**src/design/swm_pkg.sv**
```systemverilog
// ----------------------------------------------------------------------------
// Sliding window median package
// Register map, configuration widths and the controller command bundle.
// ----------------------------------------------------------------------------
`timescale 1ns / 1ps

package swm_pkg;

	localparam int CFG_WIDTH   = 7;
	localparam int PDATA_WIDTH = 32;
	localparam int PADDR_WIDTH = 3;

	localparam logic [PADDR_WIDTH-3:0] REG_WINDOW_SIZE = 1'b0;

	localparam logic [CFG_WIDTH-1:0] WINDOW_SIZE_RESET = 7'd3;

	typedef struct packed {
		logic load_sample;
		logic remove;
		logic insert;
		logic load_median;
		logic ram_we;
	} swm_cmd_t;

endpackage

```
**src/design/swm_ctrl.sv**
```systemverilog
// ----------------------------------------------------------------------------
// Sliding window median controller
// Holds the window size, fill and ring pointers, and sequences each item
// through the remove and insert passes of the sorted cell row.
// ----------------------------------------------------------------------------
`timescale 1ns / 1ps

module swm_ctrl #(
	parameter int WINDOW_MAX = 64
) (
	input  logic                                           clk,
	input  logic                                           arst_n,
	input  logic                                           in_valid,
	output logic                                           in_stall,
	output logic                                           out_valid,
	input  logic                                           out_stall,
	input  logic                                           cfg_we,
	input  logic [swm_pkg::CFG_WIDTH-1:0]                  cfg_wdata,
	output logic [swm_pkg::CFG_WIDTH-1:0]                  size,
	output swm_pkg::swm_cmd_t                              cmd,
	output logic [((WINDOW_MAX > 1) ? $clog2(WINDOW_MAX) : 1)-1:0] ins_count,
	output logic [((WINDOW_MAX > 1) ? $clog2(WINDOW_MAX) : 1)-1:0] rm_last,
	output logic [((WINDOW_MAX > 1) ? $clog2(WINDOW_MAX) : 1)-1:0] med_idx,
	output logic [((WINDOW_MAX > 1) ? $clog2(WINDOW_MAX) : 1)-1:0] ram_waddr,
	output logic [((WINDOW_MAX > 1) ? $clog2(WINDOW_MAX) : 1)-1:0] ram_raddr
);

	localparam int IW = (WINDOW_MAX > 1) ? $clog2(WINDOW_MAX) : 1;
	localparam int EW = $clog2(WINDOW_MAX + 1);
	localparam int XW = (EW > swm_pkg::CFG_WIDTH) ? EW : swm_pkg::CFG_WIDTH;

	typedef enum logic [1:0] {
		ST_IDLE,
		ST_REMOVE,
		ST_INSERT
	} state_t;

	state_t                        state_q;
	logic [swm_pkg::CFG_WIDTH-1:0] size_q;
	logic [IW-1:0]                 fill_q;
	logic [IW-1:0]                 ptr_q;
	logic                          full_q;
	logic                          pend_q;
	logic                          out_valid_q;

	logic [XW-1:0] size_x;
	logic [IW-1:0] wm1;
	logic          out_free;
	logic          load_med;
	logic          accept;

	always_comb begin
		size_x = XW'(size_q);
		if (size_q == '0) begin
			wm1 = '0;
		end else if (size_x > XW'(WINDOW_MAX)) begin
			wm1 = IW'(WINDOW_MAX - 1);
		end else begin
			wm1 = IW'(size_x - XW'(1));
		end
	end

	assign out_free = !out_valid_q || !out_stall;
	assign load_med = (state_q == ST_IDLE) && pend_q && out_free;
	assign in_stall = (state_q != ST_IDLE) || (pend_q && !out_free);
	assign accept   = in_valid && !in_stall;

	assign cmd.load_sample = accept;
	assign cmd.remove      = (state_q == ST_REMOVE);
	assign cmd.insert      = (state_q == ST_INSERT);
	assign cmd.load_median = load_med;
	assign cmd.ram_we      = (state_q == ST_REMOVE) || ((state_q == ST_INSERT) && !full_q);

	assign ins_count = full_q ? wm1 : fill_q;
	assign rm_last   = wm1;
	assign med_idx   = wm1 >> 1;
	assign ram_waddr = full_q ? ptr_q : fill_q;
	assign ram_raddr = ptr_q;
	assign out_valid = out_valid_q;
	assign size      = size_q;

	always_ff @(posedge clk or negedge arst_n) begin
		if (!arst_n) begin
			state_q     <= ST_IDLE;
			size_q      <= swm_pkg::WINDOW_SIZE_RESET;
			fill_q      <= '0;
			ptr_q       <= '0;
			full_q      <= 1'b0;
			pend_q      <= 1'b0;
			out_valid_q <= 1'b0;
		end else begin
			if (load_med) begin
				out_valid_q <= 1'b1;
				pend_q      <= 1'b0;
			end else if (!out_stall) begin
				out_valid_q <= 1'b0;
			end

			unique case (state_q)
				ST_IDLE: begin
					if (accept) begin
						state_q <= full_q ? ST_REMOVE : ST_INSERT;
					end
				end
				ST_REMOVE: begin
					ptr_q   <= (ptr_q == wm1) ? '0 : ptr_q + IW'(1);
					state_q <= ST_INSERT;
				end
				ST_INSERT: begin
					if (full_q) begin
						pend_q <= 1'b1;
					end else if (fill_q == wm1) begin
						full_q <= 1'b1;
						ptr_q  <= '0;
						pend_q <= 1'b1;
					end else begin
						fill_q <= fill_q + IW'(1);
					end
					state_q <= ST_IDLE;
				end
				default: begin
					state_q <= ST_IDLE;
				end
			endcase

			// A new window size flushes the window.
			if (cfg_we) begin
				size_q <= cfg_wdata;
				fill_q <= '0;
				ptr_q  <= '0;
				full_q <= 1'b0;
			end
		end
	end

endmodule

```
**config.mk**
```make
export PLATFORM = sky130hd
export DESIGN_NAME = swm_ctrl
export DESIGN_NICKNAME = d
export VERILOG_FILES = /design/src/design/swm_pkg.sv /design/src/design/swm_ctrl.sv
export SDC_FILE = /design/constraint.sdc
export NUM_CORES = 1
export LEC_CHECK = 0
export ABC_AREA = 1
export BUFFER_PORTS_ARGS = -buffer_cell sky130_fd_sc_hd__buf_4
export CORE_UTILIZATION = 25
export CTS_CLUSTER_DIAMETER = 50
export DETAILED_ROUTE_END_ITERATION = 8
export RECOVER_POWER = 50
export SLEW_MARGIN = 40
export SYNTH_ARGS = -nofsm -noshare
export SYNTH_HDL_FRONTEND = slang
export SYNTH_SLANG_ARGS = --single-unit
```
**constraint.sdc**
```tcl
create_clock -name clk -period 3.2 [get_ports clk]
set_input_delay 0.96 -clock clk [delete_from_list [all_inputs] [get_ports clk]]
set_output_delay 0.96 -clock clk [all_outputs]
set_load 0.02 [all_outputs]
```
==> run_results.csv, run 1 <==
group,metric,value,unit
run_status,status,"completed",
critical_path,cp_max_fo,9,
power,seqPwrFrac,35.3,%
critical_path,cpMostUsedCell,"inv_1",
logic_synthesis,synth_area_leaders,"dfrtp_1 (28%), nand2_1 (16%), nand3_1 (8.0%)",
clock_tree,clk_path_buf_depth,2,
clock_tree,clock-sinks,24,
critical_path,worstPathRequired,2240,ps
critical_path,worstReg2RegStart,"size[0]",
floorplanning,core.rowCount,31,
power,p_comb_share,38.9,%
power,clockPowerShare,25.8,%
global_route,grt_pass1_wl,8.06,mm
logic_synthesis,ys_types,27,
global_route,first_global_vias,1734,
logic_synthesis,syn_nets,294,
logic_synthesis,ys_seq_elements,24,
cells_and_area,diodes,0,
power,peakVddDrop,0.000156,V
clock_tree,clk_latency,270,ps
logic_synthesis,synth_top_area_share,28.5,%
logic_synthesis,seq_area_frac_synth,31.2,%
floorplanning,die_w,89.9,um
critical_path,crit_chain,"inv_1 -> ha_1 -> inv_1 -> nor2_4 -> nand3_2 -> nand2_4 -> nand2_2 -> nand2_1 -> o21ai_0 -> buf_4",
route,wl_per_cell,11.6,um
critical_path,worstReg2RegEnd,"ram_raddr[1]",
critical_path,rrSetupSlack,900,ps
clock_tree,cts.clk_slew.worst_paths,90,ps
placed_design,hpwl,3.91,mm
critical_path,r2r_cells,14,
cells_and_area,layout-drive-gt1-share,24.0,%
cells_and_area,layout_commonest_cell,"nand2_1",
sta,finalCriticalPeriod,3010,ps
power,power_density,429,nW/um^2
global_route,grt_max_degree,25,
sta,slew_headroom,11.0,%
critical_path,worstSetupPathType,"reg2out",
critical_path,critPathTopFamily,"flip-flops",
critical_path,end_kind,"output port",
min_path,min_to,"out_valid",
logic_synthesis,syn_area_per_cell,6.95,um^2
critical_path,critPathLaunchType,"flip-flop",
critical_path,cp_num_buf_inv,3,
logic_synthesis,syn_inst,278,
sta,whs,514,ps
floorplanning,die_h,89.9,um
logic_synthesis,yosysTopAreaCell,"dfrtp_1",
sta,hold_viol,0,
route,firstDrtPassIters,4,
min_path,hp-start,"out_valid",
placed_design,port_buffers,54,
global_route,antenna_found_initial,0,
job,max_cap_violations,0,
route,wl,4.86,mm
route,drtIter0Drc,140,
min_path,hold_class,"reg2reg",
sta,period_share,94.1,%
sta,worstMarginPinSlew,1330,ps
sta,finClkSkew,6.22,ps
route,via_per_inst,4.38,
global_route,track_usage,12.2,%
sta,rsz0062_at_grt,"no",
clock_tree,cts_tree,"built",
cells_and_area,final_cell_mix,"nand2_1 (82), buf_4 (42), inv_1 (33), nand3_1 (31), dfrtp_1 (22)",
logic_synthesis,syn_area,1930,um^2
power,p_sw,0.392,mW
global_route,overflow,0,
logic_synthesis,ys_warn_count,0,
sta,finalSetupTns,0,ps
critical_path,slowest_stage,"dfstp_1",
floorplanning,core-area,7370,um^2
cells_and_area,layout.nets,338,
floorplanning,initial_core_util,26.2,%
critical_path,arrival,2050,ps
placed_design,place_congestion,0.819,
sta,max_freq,332,MHz
sta,setup_viol,0,
cells_and_area,n_fill_cell,826,
sta,finalMaxSlewViolations,0,
floorplanning,ios,56,
clock_tree,ctsHoldBuffers,0,
clock_tree,post_cts_buffers,0,
power,p_leak,1.26,nW
route,vias,1839,
clock_tree,htree_levels,1,
route,drtAntennaViolNets,0,
critical_path,crit_path_max_incr_delay,540,ps
power,internal-power,0.640,mW
route,drc,0,
floorplanning,die_area,8090,um^2
min_path,min_delay_path_depth,2,
cells_and_area,syn_to_final_growth,24.5,%
clock_tree,root_buffer,"clkbuf_8",
power,p_sw_share,38.0,%
clock_tree,cts_buffers,3,
cell families after synthesis:
family / synth area share [%]
xor+xnor: 4.08
compound gates: 5.63
fa+ha+maj: 2.59
buf+inv: 12.0
other cells: 0.194
simple gates: 44.3
flops: 31.2
flip-flops by register name, indices dropped and copies added (netlist names):
register   count
out_valid      1
ram_raddr      6
state_q        2
full_q         1
size           7
fill_q         6
pend_q         1
layout make-up:
cell class | count | area, um^2 | area share, %
tap | 99 | 124 | 5.15
timing repair buffer | 54 | 364 | 15.1
inverter | 37 | 139 | 5.77
clock buffer | 3 | 41.3 | 1.72
multi-input combinational | 202 | 1110 | 45.9
sequential | 24 | 603 | 25.1
clock inverter | 1 | 30.0 | 1.25
power by group through the flow:
stage                     clock network, mW  logic [mW]  registers [mW]
after floorplan                           0       0.269           0.386
after global placement                    0       0.409           0.370
after detailed placement                  0       0.414           0.371
after CTS                             0.275       0.415           0.365
after global routing                  0.290       0.440           0.369
final                                 0.267       0.401           0.364
worst min-delay path, stage by stage, from the launching register on:
cell     delay (ps)
dfrtp_1         350
nand2_1          70
nand2_1          70
per-layer routing:
metal	vias up	global-route usage (%)	part of all wire (%)
met2	48	19.7	46
met5	-	0	0
li1	954	-	-
met4	0	4.03	1.8
met1	831	16.6	48
met3	6	1.95	4.6
timing repair:
item                                    CTS  global route
endpoints found under the setup margin    0             2
resized for setup                         0             2
endpoints found under the hold margin     0             0
stage by stage:
stage	utilization, %	std cells	area (um^2)	total power [mW]	setup WS (ps)
2_1_floorplan	-	278	1930	0.654	336
4_1_cts	33.1	420	2440	1.06	125
3_5_place_dp	32.1	416	2370	0.785	422
5_1_grt	32.7	420	2410	1.10	47.3
6_report	32.7	420	2410	1.03	188
3_3_place_gp	32.1	416	2370	0.779	478
cells in the mapped netlist:
cell type / count
inv_1: 33
buf_4: 8
nand3b_1: 1
dfstp_2: 2
xnor2_1: 2
nand2_4: 9
nand3_2: 2
conb_1: 1
clkinv_1: 1
nand4_2: 1
nand3_4: 2
dfrtp_1: 22
ha_1: 4
a31o_2: 1
inv_2: 3
clkbuf_1: 6
xor2_1: 7
nor2_1: 18
a21oi_1: 1
o21ai_0: 19
nand3_1: 31
nand2_2: 8
nand2_1: 82
nand4_1: 7
buf_6: 1
nor3_1: 2
nor2_4: 4
how the worst max path moves through the flow:
| stage | start | depth (start not counted) | slack (ps) | to |
|---|---|---|---|---|
| 6_report | size[0] | 10 | 190 | ins_count[3] |
| 5_1_grt | size[0] | 10 | 50 | ins_count[3] |
| 4_1_cts | size[0] | 10 | 130 | ins_count[0] |
| 3_5_place_dp | size[0] | 10 | 420 | ins_count[0] |
| 3_3_place_gp | size[0] | 10 | 480 | ins_count[1] |
| 2_1_floorplan | size[0] | 9 | 340 | ins_count[3] |
Note: power is estimated with default switching activity, not from simulation.
==> inputs of run 2 (changes only) <==
- BUFFER_PORTS_ARGS: -buffer_cell sky130_fd_sc_hd__buf_4 -> -buffer_cell sky130_fd_sc_hd__buf_2
- HOLD_SLACK_MARGIN: unset -> 0.05
==> run 2 against run 1 <==
Compared with the run above:
- cell count grew 0.24%
- clock skew shrank 0.63 ps
- combinational power shrank 8.0%
- setup slack lost 41 ps
- non-clock buffer count grew 1
- critical path depth is the same
- hold slack lost 5.2 ps
- power shrank 2.4%
- via count shrank 0.33%
- global-route usage grew 0.53 points
- clock power grew 3%
- largest cell class unchanged
==> run_results.csv, run 2 (synthesized netlist as in run 1, its figures left out) <==
group,metric,value,unit
clock_tree,htree_levels,1,
global_route,track_usage,12.7,%
critical_path,end_kind,"output port",
critical_path,rrSetupSlack,790,ps
clock_tree,cts.clk_slew.worst_paths,90,ps
clock_tree,clock-sinks,24,
sta,rsz0062_at_grt,"no",
cells_and_area,final_cell_mix,"nand2_1 (82), buf_2 (42), inv_1 (33), nand3_1 (31), dfrtp_1 (22)",
critical_path,cp-startpoint,"size[0]",
route,drtIter0Drc,76,
critical_path,crit_chain,"inv_1 -> ha_1 -> inv_1 -> nor2_4 -> nand3_2 -> nand2_4 -> nand2_4 -> nand2_2 -> o21ai_0 -> buf_2",
floorplanning,core-area,7370,um^2
placed_design,hpwl,4.02,mm
sta,setup_viol,0,
placed_design,place_congestion,0.839,
clock_tree,root_buffer,"clkbuf_8",
floorplanning,die_h,89.9,um
sta,finalSetupTns,0,ps
route,drc,0,
sta,hold_viol,0,
floorplanning,ios,56,
cells_and_area,fin_area,2300,um^2
cells_and_area,layout.nets,339,
power,p_leak,1.23,nW
critical_path,worstReg2RegStart,"size[0]",
placed_design,port_buffers,54,
critical_path,critPathLaunchType,"flip-flop",
clock_tree,cts_resized,0,
critical_path,r2r_cells,14,
clock_tree,clk_latency,270,ps
critical_path,cp_num_buf_inv,3,
route,drtAntennaViolNets,0,
critical_path,crit_cells,10,
critical_path,worstReg2RegEnd,"ram_raddr[0]",
route,wl,4.98,mm
clock_tree,post_cts_buffers,0,
floorplanning,initial_core_util,26.2,%
critical_path,critPathTopFamily,"flip-flops",
route,via_per_inst,4.35,
cells_and_area,layout-drive-gt1-share,24.5,%
clock_tree,cts_buffers,3,
floorplanning,die_area,8090,um^2
sta,period_share,95.4,%
clock_tree,clk_path_buf_depth,2,
job,max_cap_violations,0,
power,peakVddDrop,0.000176,V
clock_tree,ctsHoldBuffers,0,
global_route,grt_max_degree,25,
global_route,overflow,0,
floorplanning,die_w,89.9,um
min_path,hp-start,"out_valid",
critical_path,worstPathRequired,2240,ps
power,power_density,438,nW/um^2
clock_tree,cts_tree,"built",
global_route,grt_pass1_wl,8.32,mm
sta,finalMaxSlewViolations,0,
route,wl_per_cell,11.8,um
placed_design,dpl_cell_area,2240,um^2
route,firstDrtPassIters,4,
route,vias,1833,
sta,worstMarginPinSlew,1370,ps
min_path,hold_class,"reg2reg",
critical_path,crit_path_max_incr_delay,540,ps
sta,slew_headroom,8.50,%
critical_path,arrival,2090,ps
critical_path,worstSetupPathType,"reg2out",
global_route,antenna_found_initial,0,
cells_and_area,syn_to_final_growth,18.8,%
sta,finalCriticalPeriod,3050,ps
sta,max_freq,328,MHz
cells_and_area,layout_commonest_cell,"nand2_1",
critical_path,crit_end,"ins_count[1]",
critical_path,slowest_stage,"dfstp_2",
floorplanning,core.rowCount,31,
cells_and_area,diodes,0,
cells_and_area,largest_reg_flops,7,
critical_path,cp_max_fo,9,
run_status,status,"completed",
sta,finClkSkew,5.59,ps
global_route,first_global_vias,1778,
[run 2: changes by cell type in the layout (fill, tap and decap cells not counted), sizes merged]
cell  delta
buf      +1
[run 2: worst min path at each step]
stage / end / slack [ps] / depth (start not counted)
final: out_valid / 510 / 2
after global routing: out_valid / 560 / 2
after CTS: out_valid / 510 / 2
after detailed placement: out_valid / 490 / 2
after global placement: out_valid / 480 / 2
after floorplan: out_valid / 490 / 2
[run 2: metrics by stage]
stage          cells  worst slack (ps)  total power [mW]  hold slack [ps]  utilization, %
6_report         421               147              1.01              509            31.2
5_1_grt          421              1.23              1.07              558            31.2
4_1_cts          421               142              1.02              512            31.4
3_5_place_dp     417               442             0.746              488            30.4
3_3_place_gp     417               478             0.739              482            30.4
2_1_floorplan    278               336             0.654              489               -
[run 2: power by group]
part	internal, mW	switching, mW	total [mW]	leakage, nW
clock	0.167	0.107	0.275	0.0357
combinational	0.113	0.256	0.369	0.881
sequential	0.332	0.0323	0.364	0.315
[run 2: final cells by class]
type,count,area (um^2)
Fill cell,825,5070
Multi-Input combinational cell,202,1100
Sequential cell,24,603
Timing Repair Buffer,55,263
Inverter,37,139
Tap cell,99,124
Clock buffer,3,41.3
Clock inverter,1,30.0
[run 2: layer usage]
layer | part of all wire, % | GRT usage, % | vias to the layer above
met4 | 1.5 | 3.90 | 0
li1 | - | - | 954
met5 | 0 | 0 | -
met2 | 47 | 21.9 | 38
met3 | 3.6 | 1.78 | 6
met1 | 48 | 16.5 | 835
[run 2: tightest hold or removal path: stages, from the launching register on]
cell	delay, ps
dfrtp_1	350
nand2_1	60
nand2_1	60
==> inputs of run 3 (changes only) <==
==> constraint.sdc (replaced) <==
create_clock -name clk -period 3.2 [get_ports clk]
set_input_delay 0.16 -clock clk [delete_from_list [all_inputs] [get_ports clk]]
set_output_delay 0.16 -clock clk [all_outputs]
set_load 0.02 [all_outputs]
==> run 3 against run 2 <==
Compared with the run above:
- clock power decreased by 2%
- via count increased by 1.2%
- cell area unchanged
- highest routed layer unchanged
==> run_results.csv, run 3 (synthesized netlist as in run 1, its figures left out) <==
group,metric,value,unit
global_route,first_global_vias,1781,
power,p_leak,1.23,nW
floorplanning,core.rowCount,31,
clock_tree,cts_tree,"built",
critical_path,worstSetupPathType,"reg2reg",
clock_tree,root_buffer,"clkbuf_8",
placed_design,place_congestion,0.796,
route,wl_per_cell,11.7,um
clock_tree,cts_resized,0,
floorplanning,die_area,8090,um^2
clock_tree,cts.clk_slew.worst_paths,90,ps
clock_tree,cts_buffers,3,
route,via_per_inst,4.41,
cells_and_area,syn_to_final_growth,18.8,%
critical_path,worstPathRequired,3420,ps
cells_and_area,diodes,0,
power,power_density,435,nW/um^2
sta,finalWorstSetupSlack,824,ps
floorplanning,ios,56,
critical_path,cp_max_fo,11,
sta,finalMaxSlewViolations,0,
power,p_sw_share,38.9,%
sta,finalSetupTns,0,ps
route,drtIter0Drc,63,
sta,period_share,74.2,%
route,firstDrtPassIters,4,
sta,finClkSkew,4.98,ps
cells_and_area,fin_cells,421,
global_route,grt_max_degree,25,
critical_path,critPathLaunchType,"flip-flop",
route,drtAntennaViolNets,0,
cells_and_area,layout-drive-gt1-share,23.3,%
floorplanning,die_w,89.9,um
placed_design,pre_cts_slack,837,ps
power,seqPwrFrac,36.4,%
critical_path,end_kind,"flip-flop",
placed_design,hpwl,3.97,mm
min_path,hp-start,"cfg_wdata[2]",
cells_and_area,layout.nets,339,
placed_design,port_buffers,54,
clock_tree,clk_path_buf_depth,2,
sta,rsz0062_at_grt,"no",
cells_and_area,final_util,31.2,%
critical_path,worstReg2RegStart,"size[0]",
cells_and_area,final_cell_mix,"nand2_1 (82), buf_2 (40), inv_1 (33), nand3_1 (31), dfrtp_1 (22)",
run_status,status,"completed",
sta,whs,93.8,ps
job,max_cap_violations,0,
global_route,grt_pass1_wl,8.38,mm
power,p_sw,0.389,mW
critical_path,cp-startpoint,"size[0]",
power,peakVddDrop,0.000153,V
min_path,hold_class,"in2reg",
route,vias,1855,
route,wl,4.91,mm
sta,setup_viol,0,
power,clockPowerShare,26.9,%
placed_design,dpl_cell_area,2230,um^2
global_route,overflow,0,
cells_and_area,fin_area,2300,um^2
sta,slew_headroom,11.6,%
clock_tree,clock-sinks,24,
clock_tree,clk_latency,270,ps
placed_design,dp.cells,416,
floorplanning,die_h,89.9,um
sta,worstMarginPinSlew,1330,ps
power,internal-power,0.611,mW
power,finalPower,1.00,mW
cells_and_area,layout_commonest_cell,"nand2_1",
global_route,antenna_found_initial,0,
global_route,track_usage,12.7,%
floorplanning,initial_core_util,26.2,%
power,p_comb_share,36.6,%
floorplanning,core-area,7370,um^2
clock_tree,htree_levels,1,
cells_and_area,largest_reg_flops,7,
sta,finalCriticalPeriod,2380,ps
sta,hold_viol,0,
critical_path,arrival,2590,ps
route,drc,0,
sta,max_freq,421,MHz
run 3: cell count changes in the layout (fill, tap and decap cells not counted), sizes merged:
| cell | previous run | this run |
|---|---|---|
| dlygate4sd3 | 0 | 1 |
| buf | 43 | 40 |
| clkbuf | 15 | 17 |
run 3: power groups by stage:
stage | combinational (mW) | clock, mW | sequential (mW)
after CTS | 0.376 | 0.277 | 0.364
after global placement | 0.371 | 0 | 0.370
after detailed placement | 0.375 | 0 | 0.369
final | 0.366 | 0.269 | 0.364
after floorplan | 0.269 | 0 | 0.386
after global routing | 0.409 | 0.293 | 0.370
run 3: final cells by class:
type / instances / area [um^2]
clock inverter: 1 / 30.0
inverter: 37 / 139
sequential: 24 / 603
multi-input combinational: 202 / 1100
tap: 99 / 124
fill: 828 / 5070
clock buffer: 3 / 41.3
timing repair buffer: 55 / 263
run 3: repair_timing:
item / in CTS / in global routing
endpoints found under the hold margin: 22 / 0
hold buffers: 1 / 0
buffers inserted: 0 / 0
run 3: routing by layer:
layer / part of all wire (%) / vias up / track usage, %
met4: 1.5 / 0 / 3.76
met1: 49 / 858 / 16.8
met3: 2.7 / 7 / 1.61
met2: 47 / 35 / 21.5
met5: 0 / - / 0
li1: - / 955 / -
run 3: final timing paths:
check / depth (start not counted) / end / slack [ps]
worst max-delay path: 14 / ram_raddr[4] / 820
worst min-delay path: 3 / size[2] / 90
worst max register to register: 14 / ram_raddr[4] / 820
worst min register to register: 2 / out_valid / 510
max in group asynchronous: 2 / ram_raddr[0] / 1720
min in group asynchronous: 2 / size[2] / 710
run 3: critical path: stages, from the launching register on:
cell and delay, ps:
dfstp_2 370, inv_1 180, ha_1 200, inv_1 70
nor2_4 100, nand4_2 320, nand2_1 210, nand2_2 100
xor2_1 130, nand2_1 100, nor2_4 160, nand3_4 150
nand2_4 120, nand2_1 60, nand2_1 50
